### src/rtl/hrlt_pkg.sv
`default_nettype none
package hrlt_pkg;

   localparam logic [1:0] KIND_BYTE  = 2'd0;
   localparam logic [1:0] KIND_END   = 2'd1;
   localparam logic [1:0] KIND_LINE  = 2'd2;
   localparam logic [1:0] KIND_ERROR = 2'd3;

   localparam logic [1:0] TOK_METHOD  = 2'd0;
   localparam logic [1:0] TOK_URI     = 2'd1;
   localparam logic [1:0] TOK_VERSION = 2'd2;

   localparam logic [1:0] ERR_NO_HEADER = 2'd0;

   localparam logic [1:0] CSR_MAX_METHOD_LEN  = 2'd0;
   localparam logic [1:0] CSR_MAX_URI_LEN     = 2'd1;
   localparam logic [1:0] CSR_MAX_VERSION_LEN = 2'd2;

   localparam logic [7:0]  RESET_MAX_METHOD_LEN  = 8'd32;
   localparam logic [14:0] RESET_MAX_URI_LEN     = 15'd16384;
   localparam logic [7:0]  RESET_MAX_VERSION_LEN = 8'd8;

   localparam logic [7:0] LF_BYTE = 8'h0A;

   typedef struct packed {
      logic [7:0] data_byte;
      logic       end_of_stream;
      logic       restart;
   } req_item_type;

   typedef struct packed {
      logic [1:0] result_kind;
      logic [1:0] token_id;
      logic [7:0] token_byte;
      logic [1:0] error_code;
      logic       line_done;
   } rsp_item_type;

   typedef struct packed {
      logic [7:0]  max_method_len;
      logic [14:0] max_uri_len;
      logic [7:0]  max_version_len;
   } limits_type;

   function automatic logic is_white(input logic [7:0] b);
      is_white = (b == 8'h20) || ((b >= 8'h09) && (b <= 8'h0D));
   endfunction

endpackage
`default_nettype wire

### src/rtl/hrlt_csr_regs.sv
`default_nettype none
module hrlt_csr_regs (
   input  wire logic               clock,
   input  wire logic               reset,
   input  wire logic               csr_we,
   input  wire logic [1:0]         csr_index,
   input  wire logic [14:0]        csr_wdata,
   output hrlt_pkg::limits_type    limits
);

   hrlt_pkg::limits_type limits_ff;
   hrlt_pkg::limits_type limits_in;

   always_comb begin
      limits_in = limits_ff;
      if (csr_we) begin
         case (csr_index)
            hrlt_pkg::CSR_MAX_METHOD_LEN: begin
               limits_in.max_method_len = csr_wdata[7:0];
            end
            hrlt_pkg::CSR_MAX_URI_LEN: begin
               limits_in.max_uri_len = csr_wdata;
            end
            hrlt_pkg::CSR_MAX_VERSION_LEN: begin
               limits_in.max_version_len = csr_wdata[7:0];
            end
            default: begin
               limits_in = limits_ff;
            end
         endcase
      end
   end

   always_ff @(posedge clock) begin
      if (reset) begin
         limits_ff.max_method_len  <= hrlt_pkg::RESET_MAX_METHOD_LEN;
         limits_ff.max_uri_len     <= hrlt_pkg::RESET_MAX_URI_LEN;
         limits_ff.max_version_len <= hrlt_pkg::RESET_MAX_VERSION_LEN;
      end else begin
         limits_ff <= limits_in;
      end
   end

   assign limits = limits_ff;

endmodule
`default_nettype wire

### src/rtl/hrlt_in_reg.sv
`default_nettype none
module hrlt_in_reg (
   input  wire logic                  clock,
   input  wire logic                  reset,
   input  wire logic                  req_tvalid,
   output logic                       req_tready,
   input  wire logic [7:0]            req_tdata,
   input  wire logic                  req_tlast,
   input  wire logic                  req_tuser,
   input  wire logic                  advance,
   output logic                       item_valid,
   output hrlt_pkg::req_item_type     item
);

   logic                   valid_ff;
   logic                   valid_in;
   hrlt_pkg::req_item_type item_ff;
   logic                   take;

   assign req_tready = !valid_ff || advance;
   assign take       = req_tvalid && req_tready;
   assign valid_in   = take || (valid_ff && !advance);

   always_ff @(posedge clock) begin
      if (reset) begin
         valid_ff <= 1'b0;
      end else begin
         valid_ff <= valid_in;
      end
   end

   always_ff @(posedge clock) begin
      if (take) begin
         item_ff.data_byte     <= req_tdata;
         item_ff.end_of_stream <= req_tlast;
         item_ff.restart       <= req_tuser;
      end
   end

   assign item_valid = valid_ff;
   assign item       = item_ff;

endmodule
`default_nettype wire

### src/rtl/hrlt_parser.sv
`default_nettype none
module hrlt_parser (
   input  wire logic                  clock,
   input  wire logic                  reset,
   input  wire logic                  fire,
   input  wire hrlt_pkg::req_item_type item,
   input  wire hrlt_pkg::limits_type  limits,
   output logic                       res_valid,
   output hrlt_pkg::rsp_item_type     res
);

   localparam logic [2:0] PH_SKIP_METHOD  = 3'd0;
   localparam logic [2:0] PH_METHOD       = 3'd1;
   localparam logic [2:0] PH_SKIP_URI     = 3'd2;
   localparam logic [2:0] PH_URI          = 3'd3;
   localparam logic [2:0] PH_SKIP_VERSION = 3'd4;
   localparam logic [2:0] PH_VERSION      = 3'd5;
   localparam logic [2:0] PH_DISCARD      = 3'd6;
   localparam logic [2:0] PH_IDLE         = 3'd7;

   logic [2:0]  phase_ff;
   logic [2:0]  phase_in;
   logic [14:0] len_ff;
   logic [14:0] len_in;

   logic [2:0]  phase_base;
   logic [14:0] len_base;
   logic [1:0]  tok;
   logic [1:0]  tok_err;
   logic        white;
   logic [14:0] limit;
   logic [14:0] take_len;
   logic        too_long;

   always_comb begin
      phase_base = item.restart ? PH_SKIP_METHOD : phase_ff;
      len_base   = item.restart ? 15'd0 : len_ff;
      tok        = phase_base[2:1];
      tok_err    = tok + 2'd1;
      white      = hrlt_pkg::is_white(item.data_byte);
      case (tok)
         hrlt_pkg::TOK_METHOD: limit = {7'd0, limits.max_method_len};
         hrlt_pkg::TOK_URI:    limit = limits.max_uri_len;
         default:              limit = {7'd0, limits.max_version_len};
      endcase
      take_len = phase_base[0] ? len_base : 15'd0;
      too_long = take_len >= limit;
   end

   always_comb begin
      phase_in  = phase_base;
      len_in    = len_base;
      res_valid = 1'b0;
      res       = '0;
      case (phase_base)
         PH_SKIP_METHOD, PH_SKIP_URI, PH_SKIP_VERSION,
         PH_METHOD, PH_URI, PH_VERSION: begin
            res_valid      = 1'b1;
            res.token_id   = tok;
            if (item.end_of_stream) begin
               phase_in       = PH_IDLE;
               res.result_kind = hrlt_pkg::KIND_ERROR;
               res.error_code = (phase_base == PH_SKIP_METHOD) ?
                                hrlt_pkg::ERR_NO_HEADER : tok_err;
            end else if (!white) begin
               if (too_long) begin
                  phase_in        = PH_IDLE;
                  len_in          = take_len;
                  res.result_kind = hrlt_pkg::KIND_ERROR;
                  res.error_code  = tok_err;
               end else begin
                  phase_in        = {tok, 1'b1};
                  len_in          = take_len + 15'd1;
                  res.result_kind = hrlt_pkg::KIND_BYTE;
                  res.token_byte  = item.data_byte;
               end
            end else if (!phase_base[0]) begin
               res_valid = 1'b0;
            end else begin
               len_in          = 15'd0;
               res.result_kind = hrlt_pkg::KIND_END;
               if (phase_base == PH_VERSION) begin
                  if (item.data_byte == hrlt_pkg::LF_BYTE) begin
                     phase_in      = PH_IDLE;
                     res.line_done = 1'b1;
                  end else begin
                     phase_in = PH_DISCARD;
                  end
               end else begin
                  phase_in = phase_base + 3'd1;
               end
            end
         end
         PH_DISCARD: begin
            if (item.end_of_stream || (item.data_byte == hrlt_pkg::LF_BYTE)) begin
               phase_in        = PH_IDLE;
               res_valid       = 1'b1;
               res.result_kind = hrlt_pkg::KIND_LINE;
               res.token_id    = hrlt_pkg::TOK_VERSION;
               res.line_done   = 1'b1;
            end
         end
         default: begin
            phase_in = PH_IDLE;
         end
      endcase
   end

   always_ff @(posedge clock) begin
      if (reset) begin
         phase_ff <= PH_SKIP_METHOD;
         len_ff   <= 15'd0;
      end else if (fire) begin
         phase_ff <= phase_in;
         len_ff   <= len_in;
      end
   end

endmodule
`default_nettype wire

### src/rtl/http_request_line_tokenizer_core.sv
// An item waits in the input register, then its result in the rsp output register.
// Throughput: one item per cycle while rsp is not stalled; phase and length update per item.
// An item that yields no result still takes one pass through the input register.
// Reset is synchronous and active high; it clears both channels, the parse state and
// restores the length limits to 32, 16384 and 8.
`default_nettype none
module http_request_line_tokenizer_core (
   input  wire logic        clock,
   input  wire logic        reset,
   input  wire logic        req_tvalid,
   output logic             req_tready,
   input  wire logic [7:0]  req_tdata,   // data_byte
   input  wire logic        req_tlast,
   input  wire logic        req_tuser,   // restart
   output logic             rsp_tvalid,
   input  wire logic        rsp_tready,
   output logic [15:0]      rsp_tdata,   // token_id, token_byte, error_code, zero fill
   output logic             rsp_tlast,
   output logic [1:0]       rsp_tuser,   // result_kind
   input  wire logic        csr_we,
   input  wire logic [1:0]  csr_index,
   input  wire logic [14:0] csr_wdata
);

   hrlt_pkg::limits_type   limits;
   hrlt_pkg::req_item_type item;
   hrlt_pkg::rsp_item_type res;
   logic                   item_valid;
   logic                   res_valid;
   logic                   advance;
   logic                   out_free;

   logic                   rsp_valid_ff;
   logic                   rsp_valid_in;
   hrlt_pkg::rsp_item_type rsp_item_ff;

   hrlt_csr_regs u_csr (
      .clock     (clock),
      .reset     (reset),
      .csr_we    (csr_we),
      .csr_index (csr_index),
      .csr_wdata (csr_wdata),
      .limits    (limits)
   );

   hrlt_in_reg u_in (
      .clock      (clock),
      .reset      (reset),
      .req_tvalid (req_tvalid),
      .req_tready (req_tready),
      .req_tdata  (req_tdata),
      .req_tlast  (req_tlast),
      .req_tuser  (req_tuser),
      .advance    (advance),
      .item_valid (item_valid),
      .item       (item)
   );

   hrlt_parser u_parser (
      .clock     (clock),
      .reset     (reset),
      .fire      (advance),
      .item      (item),
      .limits    (limits),
      .res_valid (res_valid),
      .res       (res)
   );

   assign out_free     = !rsp_valid_ff || rsp_tready;
   assign advance      = item_valid && out_free;
   assign rsp_valid_in = out_free ? (advance && res_valid) : rsp_valid_ff;

   always_ff @(posedge clock) begin
      if (reset) begin
         rsp_valid_ff <= 1'b0;
      end else begin
         rsp_valid_ff <= rsp_valid_in;
      end
   end

   always_ff @(posedge clock) begin
      if (advance && res_valid) begin
         rsp_item_ff <= res;
      end
   end

   assign rsp_tvalid = rsp_valid_ff;
   assign rsp_tdata  = {4'd0, rsp_item_ff.error_code, rsp_item_ff.token_byte,
                        rsp_item_ff.token_id};
   assign rsp_tlast  = rsp_item_ff.line_done;
   assign rsp_tuser  = rsp_item_ff.result_kind;

endmodule
`default_nettype wire

### config.mk
export PLATFORM = sky130hd
export DESIGN_NAME = http_request_line_tokenizer_core
export DESIGN_NICKNAME = d
export VERILOG_FILES = /design/src/rtl/hrlt_pkg.sv /design/src/rtl/hrlt_csr_regs.sv /design/src/rtl/hrlt_in_reg.sv /design/src/rtl/hrlt_parser.sv /design/src/rtl/http_request_line_tokenizer_core.sv
export SDC_FILE = /design/constraint.sdc
export NUM_CORES = 1
export LEC_CHECK = 0
export BUFFER_PORTS_ARGS = -buffer_cell sky130_fd_sc_hd__buf_2
export CORE_MARGIN = 2
export CORE_UTILIZATION = 60
export CTS_CLUSTER_DIAMETER = 100
export DETAILED_ROUTE_END_ITERATION = 10
export PLACE_DENSITY_LB_ADDON = 0.25
export SLEW_MARGIN = 25
export SYNTH_ARGS = -nofsm -noshare
export SYNTH_HDL_FRONTEND = slang
export SYNTH_SLANG_ARGS = --single-unit
### constraint.sdc
create_clock -name clock -period 6.45 [get_ports clock]
set_clock_uncertainty 0.05 [all_clocks]
set_input_delay 1.29 -clock clock [delete_from_list [all_inputs] [get_ports clock]]
set_output_delay 1.29 -clock clock [all_outputs]
set_load 0.005 [all_outputs]
==> reports/results.ini <==
[critical_path]
crit_type = register to register
worstPathRequired_ns = 6.71
r2r_cells = 13
cp-end-kind = register
crit_path_start_kind = register
cp.arrival_ns = 4.91
crit_fanout = 15

[clock_tree]
cts_buffer_depth = 2
ctsHoldBuffers = 0
cts_setup_buffers = 0
cts_buffers = 9
tritoncts = built
clk_pin_slew_ns = 0.09
clock_latency_ns = 0.37
clock-sinks = 76
htree_levels = 3
root_buffer = clkbuf_8
post_cts_resized = 0

[yosys]
synth-adder-area-share = 0.0612
yosys-top-cells-count = nand2_1, dfxtp_1, nor2_1, a21oi_1, edfxtp_1
synthDistinctLibCells = 67
ys_ff_latch = 76
async_reset_ff_frac = 0
ys_top_cells_by_area = dfxtp_1, edfxtp_1, ha_1, nand2_1, a21oi_1
synth_top_area_share = 0.250
synth-main-ff-cell = dfxtp_1
avgSynthCellArea_um2 = 8.95
synth-simple-area-share = 0.232
synth.cell_area_mm2 = 0.00409
ys_seq_area_frac = 0.433
yosys_warnings = 0
synth_most_common_cell = nand2_1
synth_top_family_by_area = simple AND/OR/NAND/NOR gates
yosysTopAreaCell = dfxtp_1
synth_cells = 457
synth_compound_area_frac = 0.186
synth-xor-area-share = 0
yosys-mux-area-fraction = 0.0391
synth-edff-count = 25

[global_route]
grt_usage = 0.269
grt_pass1_vias = 3306
grt_max_degree = 37
antenna_found_initial = 0
grt-ovfl-total = 0
grt_pass1_wl_um = 15700

[sta]
rsz0062_at_grt = false
hold_ws_ns = 0.414
setup_viol = 0
period_needed_ns = 4.65
slew_violations = 0
fin_crit_sh = 0.721
max_slew.worst_pin.slew_ns = 0.824
fmax_mhz = 215
setup_tns_ns = 0
relSlewSlack = 0.446
hold_viol_final = 0

[place]
portBuffers = 48
place.gp.congestion = 0.923
place_hpwl_um = 6720

[floorplanning]
die_h_um = 86.6
num_rows = 30
ioPinCount = 53
start_util = 0.612
dieArea_mm2 = 0.00750
dieWidth_um = 86.6
fp.coreArea_mm2 = 0.00668

[status]
outcome = finished clean

[power]
peakVddDrop_mv = 0.147
powerDensity_mw_per_mm2 = 228
leakage_uw = 0.00187

[detailed_routing]
drt_iter0_drc = 322
vias_per_cell = 6.13
wl_per_cell_um = 16.5
routed_wl_um = 9540
post-route-drc-count = 0
firstDrtPassIters = 6
ant_nets = 0
vias = 3550

[layout]
area_growth_pct = 11.0
n_antenna_cell = 0
drive_gt1_frac = 0.164
nets = 546

[hold_path]
min-delay-path-class = register to register
hold_depth = 2

[run]
drv_cap = 0

-- worst paths after layout --
path	startpoint	endpoint	slack (ns)
worst max register to register	u_in.item[0]	u_parser.len_ff[3]	1.80
worst min-delay path	u_csr.limits[11]	u_csr.limits[11]	0.41
worst max-delay path	u_in.item[0]	u_parser.len_ff[3]	1.80
worst min register to register	u_csr.limits[11]	u_csr.limits[11]	0.41
-- stage by stage --
stage / cells / power, uW / cell area [um2] / utilization / setup WS (ns)
6_report: 579 / 1040 / 4540 / 0.680 / 1.80
5_1_grt: 579 / 1080 / 4540 / 0.680 / 1.43
4_1_cts: 579 / 1040 / 4540 / 0.679 / 1.91
3_5_place_dp: 563 / 661 / 4330 / 0.648 / 1.94
3_3_place_gp: 563 / 656 / 4330 / 0.648 / 2.15
2_1_floorplan: 460 / 623 / 4100 / - / 2.73
-- layer usage --
layer / part of all wire / GRT usage / vias up
li1: - / - / 1732
met2: 0.48 / 0.434 / 129
met5: 0 / 0 / -
met1: 0.44 / 0.348 / 1672
met3: 0.061 / 0.0771 / 17
met4: 0.016 / 0.0866 / 0
-- power by group --
part | leakage, uW | switching (uW) | internal [uW] | total [uW]
clock | 0.000108 | 192 | 192 | 384
sequential | 0.000655 | 13.8 | 516 | 530
combinational | 0.00111 | 73.9 | 49.1 | 123
total | 0.00187 | 279 | 758 | 1040
-- layout by cell type, fill, tap and decap left out, types with 7 or more instances in the layout --
master    instances
a21oi_1          38
a221o_1           8
and2_1           18
and3_1            7
buf_2            48
clkbuf_8         10
dfxtp_1          51
edfxtp_1         25
ha_1             20
inv_1            15
mux2i_1          16
nand2_1          59
nand3_1          12
nor2_1           43
nor3_1            7
o21ai_0          21
-- critical path, cell delays in order (launching register included) --
cell and delay (ns):
edfxtp_1 0.53, nor2b_1 0.62, inv_1 0.40, ha_1 0.49, a221oi_1 0.36, nor2_1 0.08
ha_1 0.27, nand2b_1 0.14, a211oi_1 0.28, o311a_1 0.37, o21ai_0 0.14, buf_4 0.22
or4_1 0.51, nand3_1 0.10
-- area by class of cell --
type,instances,area (um2)
clock buffers,10,138
clock inverters,6,68.8
fillers,535,2140
inverters,15,56.3
multi-input cells,341,2140
flip-flops and latches,76,1770
well taps,80,100
repair buffers,51,263
-- cells by family (layout without fill, tap and decap cells) --
logic type | Yosys count | count (layout)
and+or+nand+nor | 188 | 188
muxes | 16 | 16
DFF | 76 | 76
adders and majority gates | 20 | 20
AOI/OAI and AO/OA | 113 | 113
buffers and inverters | 43 | 82
other | 1 | 4
-- registers in the layout, indices dropped and copies added (netlist names) --
signal / count
rsp_tlast: 1
rsp_tvalid: 1
u_in.item: 10
rsp_tdata: 12
u_parser.phase_ff: 3
rsp_tuser: 2
u_csr.limits: 31
u_parser.len_ff: 15
u_in.item_valid: 1
Power figures use the tool's default switching activity.
